## config.mk

```make
export PLATFORM = sky130hd
export DESIGN_NAME = calendar_field_normalizer_unit
export DESIGN_NICKNAME = d
export VERILOG_FILES = /design/src/design/cfn_pkg.sv /design/src/design/cfn_datapath.sv /design/src/design/cfn_ctrl.sv /design/src/design/calendar_field_normalizer_unit.sv
export SDC_FILE = /design/constraint.sdc
export NUM_CORES = 1
export LEC_CHECK = 0
export ABC_CLOCK_PERIOD_IN_PS = 15200
export BUFFER_PORTS_ARGS = -buffer_cell sky130_fd_sc_hd__buf_2
export CAP_MARGIN = 20
export CELL_PAD_IN_SITES_DETAIL_PLACEMENT = 0
export CELL_PAD_IN_SITES_GLOBAL_PLACEMENT = 1
export CORE_ASPECT_RATIO = 0.6
export CORE_MARGIN = 1.5
export CORE_UTILIZATION = 51
export DETAILED_ROUTE_END_ITERATION = 12
export PLACE_DENSITY_LB_ADDON = 0.1
export SETUP_SLACK_MARGIN = 0.02
export SKIP_CTS_REPAIR_TIMING = 1
export SYNTH_ARGS = -nofsm -noshare
export SYNTH_HDL_FRONTEND = slang
export SYNTH_SLANG_ARGS = --single-unit
```

## constraint.sdc

```tcl
create_clock -name clk -period 15.2 [get_ports clk]
set_clock_uncertainty 0.05 [all_clocks]
set_input_delay 3.8 -clock clk [delete_from_list [all_inputs] [get_ports clk]]
set_output_delay 3.8 -clock clk [all_outputs]
set_load 0.05 [all_outputs]
```

## src/design/cfn_pkg.sv

```systemverilog
// ----------------------------------------------------------------------------
// cfn_pkg
// Shared types, constants and calendar functions for the calendar field
// normaliser: controller/datapath command and status, month lengths, leap rule.
// ----------------------------------------------------------------------------
package cfn_pkg;

  localparam int SEC_W      = 12;
  localparam int MIN_W      = 12;
  localparam int HOUR_W     = 10;
  localparam int DAY_W      = 13;
  localparam int MON_W      = 4;
  localparam int YEAR_W     = 10;

  // internal widths, sized for the largest carries
  localparam int MIN_ACC_W  = 13;  // up to 4095 + 68
  localparam int HOUR_ACC_W = 11;  // up to 1023 + 69
  localparam int DAY_ACC_W  = 14;  // -4096 .. 4095 + 45
  localparam int YEAR_ACC_W = 12;  // signed, about -12 .. 1036
  localparam int QUO_W      = 7;   // largest quotient is 69

  localparam int SEC_PER_MIN   = 60;
  localparam int MIN_PER_HOUR  = 60;
  localparam int HOUR_PER_DAY  = 24;
  localparam int MON_PER_YEAR  = 12;
  localparam int YEAR_MAX      = 1023;

  // reciprocal multiply: floor(x * M >> 18) is exact for x < 2^18 / (M*d - 2^18)
  localparam int RECIP_SHIFT = 18;
  localparam int MUL_X_W     = 13;
  localparam int MUL_M_W     = 14;
  localparam int MUL_P_W     = MUL_X_W + MUL_M_W;
  localparam logic [MUL_M_W-1:0] RECIP_60 = 14'd4370;
  localparam logic [MUL_M_W-1:0] RECIP_24 = 14'd10923;

  localparam logic [4:0] MON_LEN_TAB [MON_PER_YEAR] = '{
    5'd31, 5'd28, 5'd31, 5'd30, 5'd31, 5'd30,
    5'd31, 5'd31, 5'd30, 5'd31, 5'd30, 5'd31
  };

  // century years (as offsets from 1900) within reach that are not leap years
  localparam int N_SKIP = 8;
  localparam logic signed [YEAR_ACC_W-1:0] SKIP_CENTURY [N_SKIP] = '{
    12'sd0, 12'sd200, 12'sd300, 12'sd400, 12'sd600, 12'sd700, 12'sd800, 12'sd1000
  };

  typedef enum logic [3:0] {
    OP_NONE,
    OP_SEC_Q,
    OP_SEC_R,
    OP_MIN_Q,
    OP_MIN_R,
    OP_HOUR_Q,
    OP_HOUR_R,
    OP_MONTH,
    OP_WALK
  } dp_op_t;

  typedef struct packed {
    logic   load;
    dp_op_t op;
  } dp_cmd_t;

  typedef struct packed {
    logic walk_done;
  } dp_status_t;

  typedef enum logic [3:0] {
    ST_IDLE,
    ST_SEC_Q,
    ST_SEC_R,
    ST_MIN_Q,
    ST_MIN_R,
    ST_HOUR_Q,
    ST_HOUR_R,
    ST_MONTH,
    ST_WALK,
    ST_DONE
  } state_t;

  // 1900 is a multiple of four, so the low bits of the offset decide that test
  function automatic logic is_leap(input logic signed [YEAR_ACC_W-1:0] off);
    logic skip;
    skip = 1'b0;
    for (int i = 0; i < N_SKIP; i++) begin
      if (off == SKIP_CENTURY[i]) skip = 1'b1;
    end
    return (off[1:0] == 2'b00) && !skip;
  endfunction

  function automatic logic [4:0] month_length(input logic signed [YEAR_ACC_W-1:0] off,
                                              input logic [MON_W-1:0] mon);
    logic [4:0] d;
    d = (mon < MON_W'(MON_PER_YEAR)) ? MON_LEN_TAB[mon] : 5'd31;
    if (mon == MON_W'(1) && is_leap(off)) d = d + 5'd1;
    return d;
  endfunction

endpackage

```

## src/design/cfn_datapath.sv

```systemverilog
// ----------------------------------------------------------------------------
// cfn_datapath
// Field registers, shared reciprocal multiplier for the time carries and the
// one-month-per-cycle day walk.
// ----------------------------------------------------------------------------
module cfn_datapath
  import cfn_pkg::*;
(
  input  logic                     clk,
  input  logic                     rst_n,
  input  dp_cmd_t                  cmd,
  output dp_status_t               status,
  input  logic [SEC_W-1:0]         in_second,
  input  logic [MIN_W-1:0]         in_minute,
  input  logic [HOUR_W-1:0]        in_hour,
  input  logic signed [DAY_W-1:0]  in_day,
  input  logic [MON_W-1:0]         in_month,
  input  logic [YEAR_W-1:0]        in_year,
  output logic [5:0]               out_second,
  output logic [5:0]               out_minute,
  output logic [4:0]               out_hour,
  output logic [4:0]               out_day,
  output logic [MON_W-1:0]         out_month,
  output logic [YEAR_W-1:0]        out_year,
  output logic                     out_year_overflow
);

  logic [SEC_W-1:0]                sec_r,  sec_nxt;
  logic [MIN_ACC_W-1:0]            min_r,  min_nxt;
  logic [HOUR_ACC_W-1:0]           hour_r, hour_nxt;
  logic signed [DAY_ACC_W-1:0]     day_r,  day_nxt;
  logic [MON_W-1:0]                mon_r,  mon_nxt;
  logic signed [YEAR_ACC_W-1:0]    year_r, year_nxt;
  logic [QUO_W-1:0]                quo_r,  quo_nxt;

  logic [MUL_X_W-1:0]              mul_x;
  logic [MUL_M_W-1:0]              mul_m;
  logic [MUL_P_W-1:0]              prod;
  logic [MUL_X_W-1:0]              quo_ext;
  logic [MUL_X_W-1:0]              quo_x60;
  logic [MUL_X_W-1:0]              quo_x24;

  logic [MON_W-1:0]                prev_mon, next_mon;
  logic signed [YEAR_ACC_W-1:0]    prev_year, next_year;
  logic [4:0]                      len_cur, len_prev;
  logic signed [DAY_ACC_W-1:0]     len_cur_s, len_prev_s;
  logic                            day_pos, day_over;

  // shared multiplier operand select
  always_comb begin
    mul_x = MUL_X_W'(sec_r);
    mul_m = RECIP_60;
    case (cmd.op)
      OP_MIN_Q: begin
        mul_x = min_r;
        mul_m = RECIP_60;
      end
      OP_HOUR_Q: begin
        mul_x = MUL_X_W'(hour_r);
        mul_m = RECIP_24;
      end
      default: begin
        mul_x = MUL_X_W'(sec_r);
        mul_m = RECIP_60;
      end
    endcase
  end

  assign prod    = MUL_P_W'(mul_x) * MUL_P_W'(mul_m);
  assign quo_ext = MUL_X_W'(quo_r);
  assign quo_x60 = quo_ext * MUL_X_W'(SEC_PER_MIN);
  assign quo_x24 = quo_ext * MUL_X_W'(HOUR_PER_DAY);

  // neighbouring months for the walk
  always_comb begin
    if (mon_r == '0) begin
      prev_mon  = MON_W'(MON_PER_YEAR - 1);
      prev_year = year_r - YEAR_ACC_W'(1);
    end else begin
      prev_mon  = mon_r - MON_W'(1);
      prev_year = year_r;
    end
    if (mon_r == MON_W'(MON_PER_YEAR - 1)) begin
      next_mon  = '0;
      next_year = year_r + YEAR_ACC_W'(1);
    end else begin
      next_mon  = mon_r + MON_W'(1);
      next_year = year_r;
    end
  end

  assign len_cur    = month_length(year_r, mon_r);
  assign len_prev   = month_length(prev_year, prev_mon);
  assign len_cur_s  = $signed({{(DAY_ACC_W-5){1'b0}}, len_cur});
  assign len_prev_s = $signed({{(DAY_ACC_W-5){1'b0}}, len_prev});
  assign day_pos    = (day_r > 0);
  assign day_over   = (day_r > len_cur_s);

  // a backward walk always stops inside the month it lands in
  assign status.walk_done = day_pos && !day_over;

  always_comb begin
    sec_nxt  = sec_r;
    min_nxt  = min_r;
    hour_nxt = hour_r;
    day_nxt  = day_r;
    mon_nxt  = mon_r;
    year_nxt = year_r;
    quo_nxt  = quo_r;
    if (cmd.load) begin
      sec_nxt  = in_second;
      min_nxt  = MIN_ACC_W'(in_minute);
      hour_nxt = HOUR_ACC_W'(in_hour);
      day_nxt  = DAY_ACC_W'(in_day);
      mon_nxt  = in_month;
      year_nxt = $signed(YEAR_ACC_W'(in_year));
    end else begin
      case (cmd.op)
        OP_SEC_Q, OP_MIN_Q, OP_HOUR_Q: begin
          quo_nxt = prod[RECIP_SHIFT +: QUO_W];
        end
        OP_SEC_R: begin
          sec_nxt = SEC_W'(MUL_X_W'(sec_r) - quo_x60);
          min_nxt = min_r + MIN_ACC_W'(quo_r);
        end
        OP_MIN_R: begin
          min_nxt  = min_r - quo_x60;
          hour_nxt = hour_r + HOUR_ACC_W'(quo_r);
        end
        OP_HOUR_R: begin
          hour_nxt = HOUR_ACC_W'(MUL_X_W'(hour_r) - quo_x24);
          day_nxt  = day_r + $signed(DAY_ACC_W'(quo_r));
        end
        OP_MONTH: begin
          if (mon_r >= MON_W'(MON_PER_YEAR)) begin
            mon_nxt  = mon_r - MON_W'(MON_PER_YEAR);
            year_nxt = year_r + YEAR_ACC_W'(1);
          end
        end
        OP_WALK: begin
          if (!day_pos) begin
            day_nxt  = day_r + len_prev_s;
            mon_nxt  = prev_mon;
            year_nxt = prev_year;
          end else if (day_over) begin
            day_nxt  = day_r - len_cur_s;
            mon_nxt  = next_mon;
            year_nxt = next_year;
          end
        end
        default: begin
        end
      endcase
    end
  end

  always_ff @(posedge clk) begin
    sec_r  <= sec_nxt;
    min_r  <= min_nxt;
    hour_r <= hour_nxt;
    day_r  <= day_nxt;
    mon_r  <= mon_nxt;
    year_r <= year_nxt;
    quo_r  <= quo_nxt;
  end

  // year saturation
  always_comb begin
    out_year_overflow = 1'b0;
    out_year          = year_r[YEAR_W-1:0];
    if (year_r < 0) begin
      out_year          = '0;
      out_year_overflow = 1'b1;
    end else if (year_r > YEAR_ACC_W'(YEAR_MAX)) begin
      out_year          = YEAR_W'(YEAR_MAX);
      out_year_overflow = 1'b1;
    end
  end

  assign out_second = sec_r[5:0];
  assign out_minute = min_r[5:0];
  assign out_hour   = hour_r[4:0];
  assign out_day    = day_r[4:0];
  assign out_month  = mon_r;

  a_sec_reduced: assert property (@(posedge clk) disable iff (!rst_n)
    (!cmd.load && cmd.op == OP_SEC_R) |=> (sec_r < SEC_W'(SEC_PER_MIN)))
    else $error("seconds not reduced below 60");

  a_min_reduced: assert property (@(posedge clk) disable iff (!rst_n)
    (!cmd.load && cmd.op == OP_MIN_R) |=> (min_r < MIN_ACC_W'(MIN_PER_HOUR)))
    else $error("minutes not reduced below 60");

  a_hour_reduced: assert property (@(posedge clk) disable iff (!rst_n)
    (!cmd.load && cmd.op == OP_HOUR_R) |=> (hour_r < HOUR_ACC_W'(HOUR_PER_DAY)))
    else $error("hours not reduced below 24");

  a_walk_month: assert property (@(posedge clk) disable iff (!rst_n)
    (!cmd.load && cmd.op == OP_WALK) |-> (mon_r < MON_W'(MON_PER_YEAR)))
    else $error("month index out of range during day walk");

endmodule

```

## src/design/cfn_ctrl.sv

```systemverilog
// ----------------------------------------------------------------------------
// cfn_ctrl
// Sequencer for the calendar field normaliser: steps the datapath through the
// time carries, the month fold and the day walk, then strobes the result.
// ----------------------------------------------------------------------------
module cfn_ctrl
  import cfn_pkg::*;
(
  input  logic       clk,
  input  logic       rst_n,
  input  logic       start,
  input  dp_status_t status,
  output dp_cmd_t    cmd,
  output logic       busy,
  output logic       out_valid
);

  state_t state_r, state_nxt;

  always_comb begin
    state_nxt = state_r;
    case (state_r)
      ST_IDLE:   if (start) state_nxt = ST_SEC_Q;
      ST_SEC_Q:  state_nxt = ST_SEC_R;
      ST_SEC_R:  state_nxt = ST_MIN_Q;
      ST_MIN_Q:  state_nxt = ST_MIN_R;
      ST_MIN_R:  state_nxt = ST_HOUR_Q;
      ST_HOUR_Q: state_nxt = ST_HOUR_R;
      ST_HOUR_R: state_nxt = ST_MONTH;
      ST_MONTH:  state_nxt = ST_WALK;
      ST_WALK:   if (status.walk_done) state_nxt = ST_DONE;
      ST_DONE:   state_nxt = ST_IDLE;
      default:   state_nxt = ST_IDLE;
    endcase
  end

  always_comb begin
    cmd.load  = 1'b0;
    cmd.op    = OP_NONE;
    busy      = 1'b1;
    out_valid = 1'b0;
    case (state_r)
      ST_IDLE: begin
        busy     = 1'b0;
        cmd.load = start;
      end
      ST_SEC_Q:  cmd.op = OP_SEC_Q;
      ST_SEC_R:  cmd.op = OP_SEC_R;
      ST_MIN_Q:  cmd.op = OP_MIN_Q;
      ST_MIN_R:  cmd.op = OP_MIN_R;
      ST_HOUR_Q: cmd.op = OP_HOUR_Q;
      ST_HOUR_R: cmd.op = OP_HOUR_R;
      ST_MONTH:  cmd.op = OP_MONTH;
      ST_WALK:   cmd.op = OP_WALK;
      ST_DONE:   out_valid = 1'b1;
      default: begin
        busy = 1'b1;
      end
    endcase
  end

  always_ff @(posedge clk) begin
    if (!rst_n) begin
      state_r <= ST_IDLE;
    end else begin
      state_r <= state_nxt;
    end
  end

  a_load_only_idle: assert property (@(posedge clk) disable iff (!rst_n)
    cmd.load |-> (!busy && start))
    else $error("datapath load outside an accepted transfer");

  a_strobe_single: assert property (@(posedge clk) disable iff (!rst_n)
    out_valid |=> !out_valid)
    else $error("result strobe longer than one cycle");

  a_walk_to_done: assert property (@(posedge clk) disable iff (!rst_n)
    (state_r == ST_WALK && status.walk_done) |=> out_valid)
    else $error("finished walk not followed by result");

endmodule

```

## src/design/calendar_field_normalizer_unit.sv

```systemverilog
// ----------------------------------------------------------------------------
// calendar_field_normalizer_unit
// Normalises a broken-down Gregorian date and time (years since 1900): time
// carries, month fold, day walk and year saturation with overflow flag.
// ----------------------------------------------------------------------------
// A transfer is taken when start is high and busy is low. The result appears
// on the out_ ports for exactly one cycle, marked by out_valid. Before it,
// the seconds, minutes and hours carries each take a quotient and a remainder
// step through one shared reciprocal multiplier, a month index of 12 or more
// is folded into the year, and the day walk steps one month per cycle through
// the month-length table until the day lies inside its month; it crosses 0
// months for an in-range day and up to about 137 for the largest inputs.
// busy stays high until the result cycle ends; the receiver cannot stall and
// must take the result in that cycle. The next transfer can be taken in the
// cycle after the result.
module calendar_field_normalizer_unit
  import cfn_pkg::*;
(
  input  logic                     clk,
  input  logic                     rst_n,
  input  logic                     start,
  output logic                     busy,
  input  logic [SEC_W-1:0]         in_second,
  input  logic [MIN_W-1:0]         in_minute,
  input  logic [HOUR_W-1:0]        in_hour,
  input  logic signed [DAY_W-1:0]  in_day,
  input  logic [MON_W-1:0]         in_month,
  input  logic [YEAR_W-1:0]        in_year,
  output logic                     out_valid,
  output logic [5:0]               out_second,
  output logic [5:0]               out_minute,
  output logic [4:0]               out_hour,
  output logic [4:0]               out_day,
  output logic [MON_W-1:0]         out_month,
  output logic [YEAR_W-1:0]        out_year,
  output logic                     out_year_overflow
);

  dp_cmd_t    cmd;
  dp_status_t status;

  cfn_ctrl u_ctrl (
    .clk       (clk),
    .rst_n     (rst_n),
    .start     (start),
    .status    (status),
    .cmd       (cmd),
    .busy      (busy),
    .out_valid (out_valid)
  );

  cfn_datapath u_datapath (
    .clk               (clk),
    .rst_n             (rst_n),
    .cmd               (cmd),
    .status            (status),
    .in_second         (in_second),
    .in_minute         (in_minute),
    .in_hour           (in_hour),
    .in_day            (in_day),
    .in_month          (in_month),
    .in_year           (in_year),
    .out_second        (out_second),
    .out_minute        (out_minute),
    .out_hour          (out_hour),
    .out_day           (out_day),
    .out_month         (out_month),
    .out_year          (out_year),
    .out_year_overflow (out_year_overflow)
  );

endmodule
```

==> qor.csv <==
metric,value,unit
antenna_left,0,
cp_top_family,adder cells,
yosysUniqueCellTypes,86,
die_h,122,µm
dp_slack,7.66,ns
finalHoldViolCount,0,
final.min_clock_period,7.68,ns
yosysSeqAreaShare,18.5,%
cts_tree,done,
synthFlopType,edfxtp_1,
vias,10100,
min_path_type,reg -> reg,
critical_path_arrival,7.74,ns
cap_violations,0,
rsz0062_at_grt,false,
htreeDepth,3,
gp_congestion,0.923,
finalCritPeriodShare,50.5,%
antenna_found_initial,1,
relSlewSlack,29.0,%
wirelength,35700,µm
initial_core_util,52.0,%
ys_ff_latch,77,
nets,1762,
cts-buffers-inserted,9,
cp_max_fo,18,
status,completed,
endpoint_kind,register,
area.growth.synth_to_final,7.54,%
final_cells,1766,
track_usage,29.5,%
path_buf_inv,4,
synth_warnings,0,
viasPerCell,5.72,
port_buffers,102,
crit_slowest_cell,dfxtp_1,
critical_path_required,15.26,ns
post-route-drc-count,0,
drive_gt1_share,10.5,%
clockBufferDepth,2,
grt_max_degree,59,
setup_violations,0,
hpwl,28800,µm
wl_per_cell,20.2,µm
crit_type,reg -> reg,
path_clk_slew,0.06,ns
syn_avg_cell_area,8.66,µm²
slowest_delay,0.68,ns
fill_cells,2205,
drt-pass1-iter-count,5,
grt_pass1_wl,54400,µm
crit_chain,"nor2b_1, and3b_1, nor2_1, a221o_1, and2_1, ha_1, inv_1, fa_1, fa_1, inv_1, fa_1, inv_1, fa_1, inv_1, ha_1, and4_1, a21oi_1, nand3b_1, o21ai_1, a31oi_1, a41oi_1, nand2b_1, a21oi_1, xnor2_1",
worst_pin_slew,1.06,ns
finalMaxSlewViolations,0,
layout_setup_ws,7.52,ns
num_io_pins,103,
synth_area,0.0120,mm²
utilization,55.9,%
dieWidth,201,µm
critPathLaunchType,register,
clock-root-buffer,clkbuf_16,
fmax,130,MHz
coreArea,0.0231,mm²
grt_pass1_vias,9126,
clkLatencyLatePin,0.36,ns
rows,43,
synthArstFlopShare,0,%
cts_sinks,77,
drtIter0Drc,1117,
grt_overflow,0,
synthCells,1389,
dpl.cell_count,1749,
synth_edf_count,69,
fp.dieArea,0.0246,mm²
setup_tns,0,ns
-- layer usage --
metal	part of all wire, %	GRT usage [%]
met5	0	0
met4	0.56	4.20
met3	11	7.89
met2	36	36.9
met1	52	49.2
-- cell type report --
type	instances	area [µm²]	share of cell area [%]
multi-input cells	1057	8730	67.4
flip-flops and latches	77	2230	17.2
inverters	193	724	5.60
repair buffers	108	556	4.29
well taps	315	394	3.05
clock buffers	10	229	1.77
clock inverters	5	76.3	0.590
diodes	1	2.50	0.0193
-- synthesized netlist by cell type, types with 8 or more instances --
library cell	count	share of area, %
o22ai_1	8	0.42
xnor2_1	61	4.4
edfxtp_1	69	17
o21ai_0	65	2.7
dfxtp_1	8	1.3
buf_4	22	1.4
nand2b_1	17	0.88
xor2_1	42	3.1
nand2_1	110	3.4
nor3_1	22	0.91
fa_1	90	15
inv_1	192	6.0
a31oi_1	9	0.47
a21o_1	22	1.4
nand3_1	29	1.2
o31ai_1	11	0.69
nor2_1	115	3.6
nor2b_1	14	0.73
a21oi_1	90	3.7
and2_1	14	0.73
nand4_1	9	0.47
clkbuf_1	37	1.2
ha_1	162	17
a221o_1	10	0.83
a21boi_0	9	0.56
-- worst paths after layout --
kind,from,endpoint,slack [ns],cells past startpoint
worst max-delay path,u_ctrl.state_r[1]$_SDFFE_PN0P_,u_datapath.quo_r[5]$_DFFE_PP_,7.52,24
worst max register to register,u_ctrl.state_r[1]$_SDFFE_PN0P_,u_datapath.quo_r[5]$_DFFE_PP_,7.52,24
worst min-delay path,u_datapath.hour_r[10]$_SDFFE_PP0P_,u_datapath.hour_r[10]$_SDFFE_PP0P_,0.48,2
worst min register to register,u_datapath.hour_r[10]$_SDFFE_PP0P_,u_datapath.hour_r[10]$_SDFFE_PP0P_,0.48,2
-- worst min-delay path, cell delays in order, from the launching register on --
cell and delay (ns):
dfxtp_1 0.33, nand3_1 0.07, nand3b_1 0.07
-- cell usage in the layout (no fill, tap or decap), types with 7 or more instances in the layout --
cell type,instances
a21boi_0,9
a31oi_1,9
o31ai_1,11
nand2b_1,17
and2_1,14
xor2_1,42
a21o_1,22
nand4_1,9
nand3_1,28
o22ai_1,8
a21oi_1,89
ha_1,162
o21a_1,7
clkbuf_16,9
nand2_1,110
edfxtp_1,69
buf_2,102
o21ai_0,65
nor3_1,22
conb_1,12
fa_1,90
inv_1,192
nor2b_1,14
xnor2_1,61
or3_1,7
dfxtp_1,8
or2_2,7
nor2_1,115
a221o_1,10
-- registers in the layout, indices dropped and copies added (netlist names) --
register	cells
u_datapath.year_r	12
u_datapath.sec_r	12
u_datapath.out_month	4
u_datapath.quo_r	7
u_datapath.day_r	14
u_datapath.hour_r	11
u_datapath.min_r	13
u_ctrl.state_r	4
-- per-stage QoR --
| stage | instance area [µm²] | hold WS, ns |
|---|---|---|
| after floorplan | 12100 | 0.435 |
| after global placement | 12600 | 0.459 |
| final | 12900 | 0.479 |
| after global routing | 12900 | 0.498 |
| after CTS | 12900 | 0.475 |
| after detailed placement | 12600 | 0.464 |
-- cells by family (layout without fill, tap and decap cells) --
family	Yosys count	count (layout)	share of synthesized area (%)
AOI/OAI and AO/OA	295	295	15.9
xor gates and xnor gates	105	105	7.77
adders and majority gates	252	252	31.8
buffers and inverters	265	316	9.32
DFF	77	77	18.5
muxes	7	7	0.593
other	2	13	0.0624
and+or+nand+nor	386	386	16.0
Power is not shown: default switching activity piles up to over one toggle a cycle in this logic, so the estimate is an artifact.
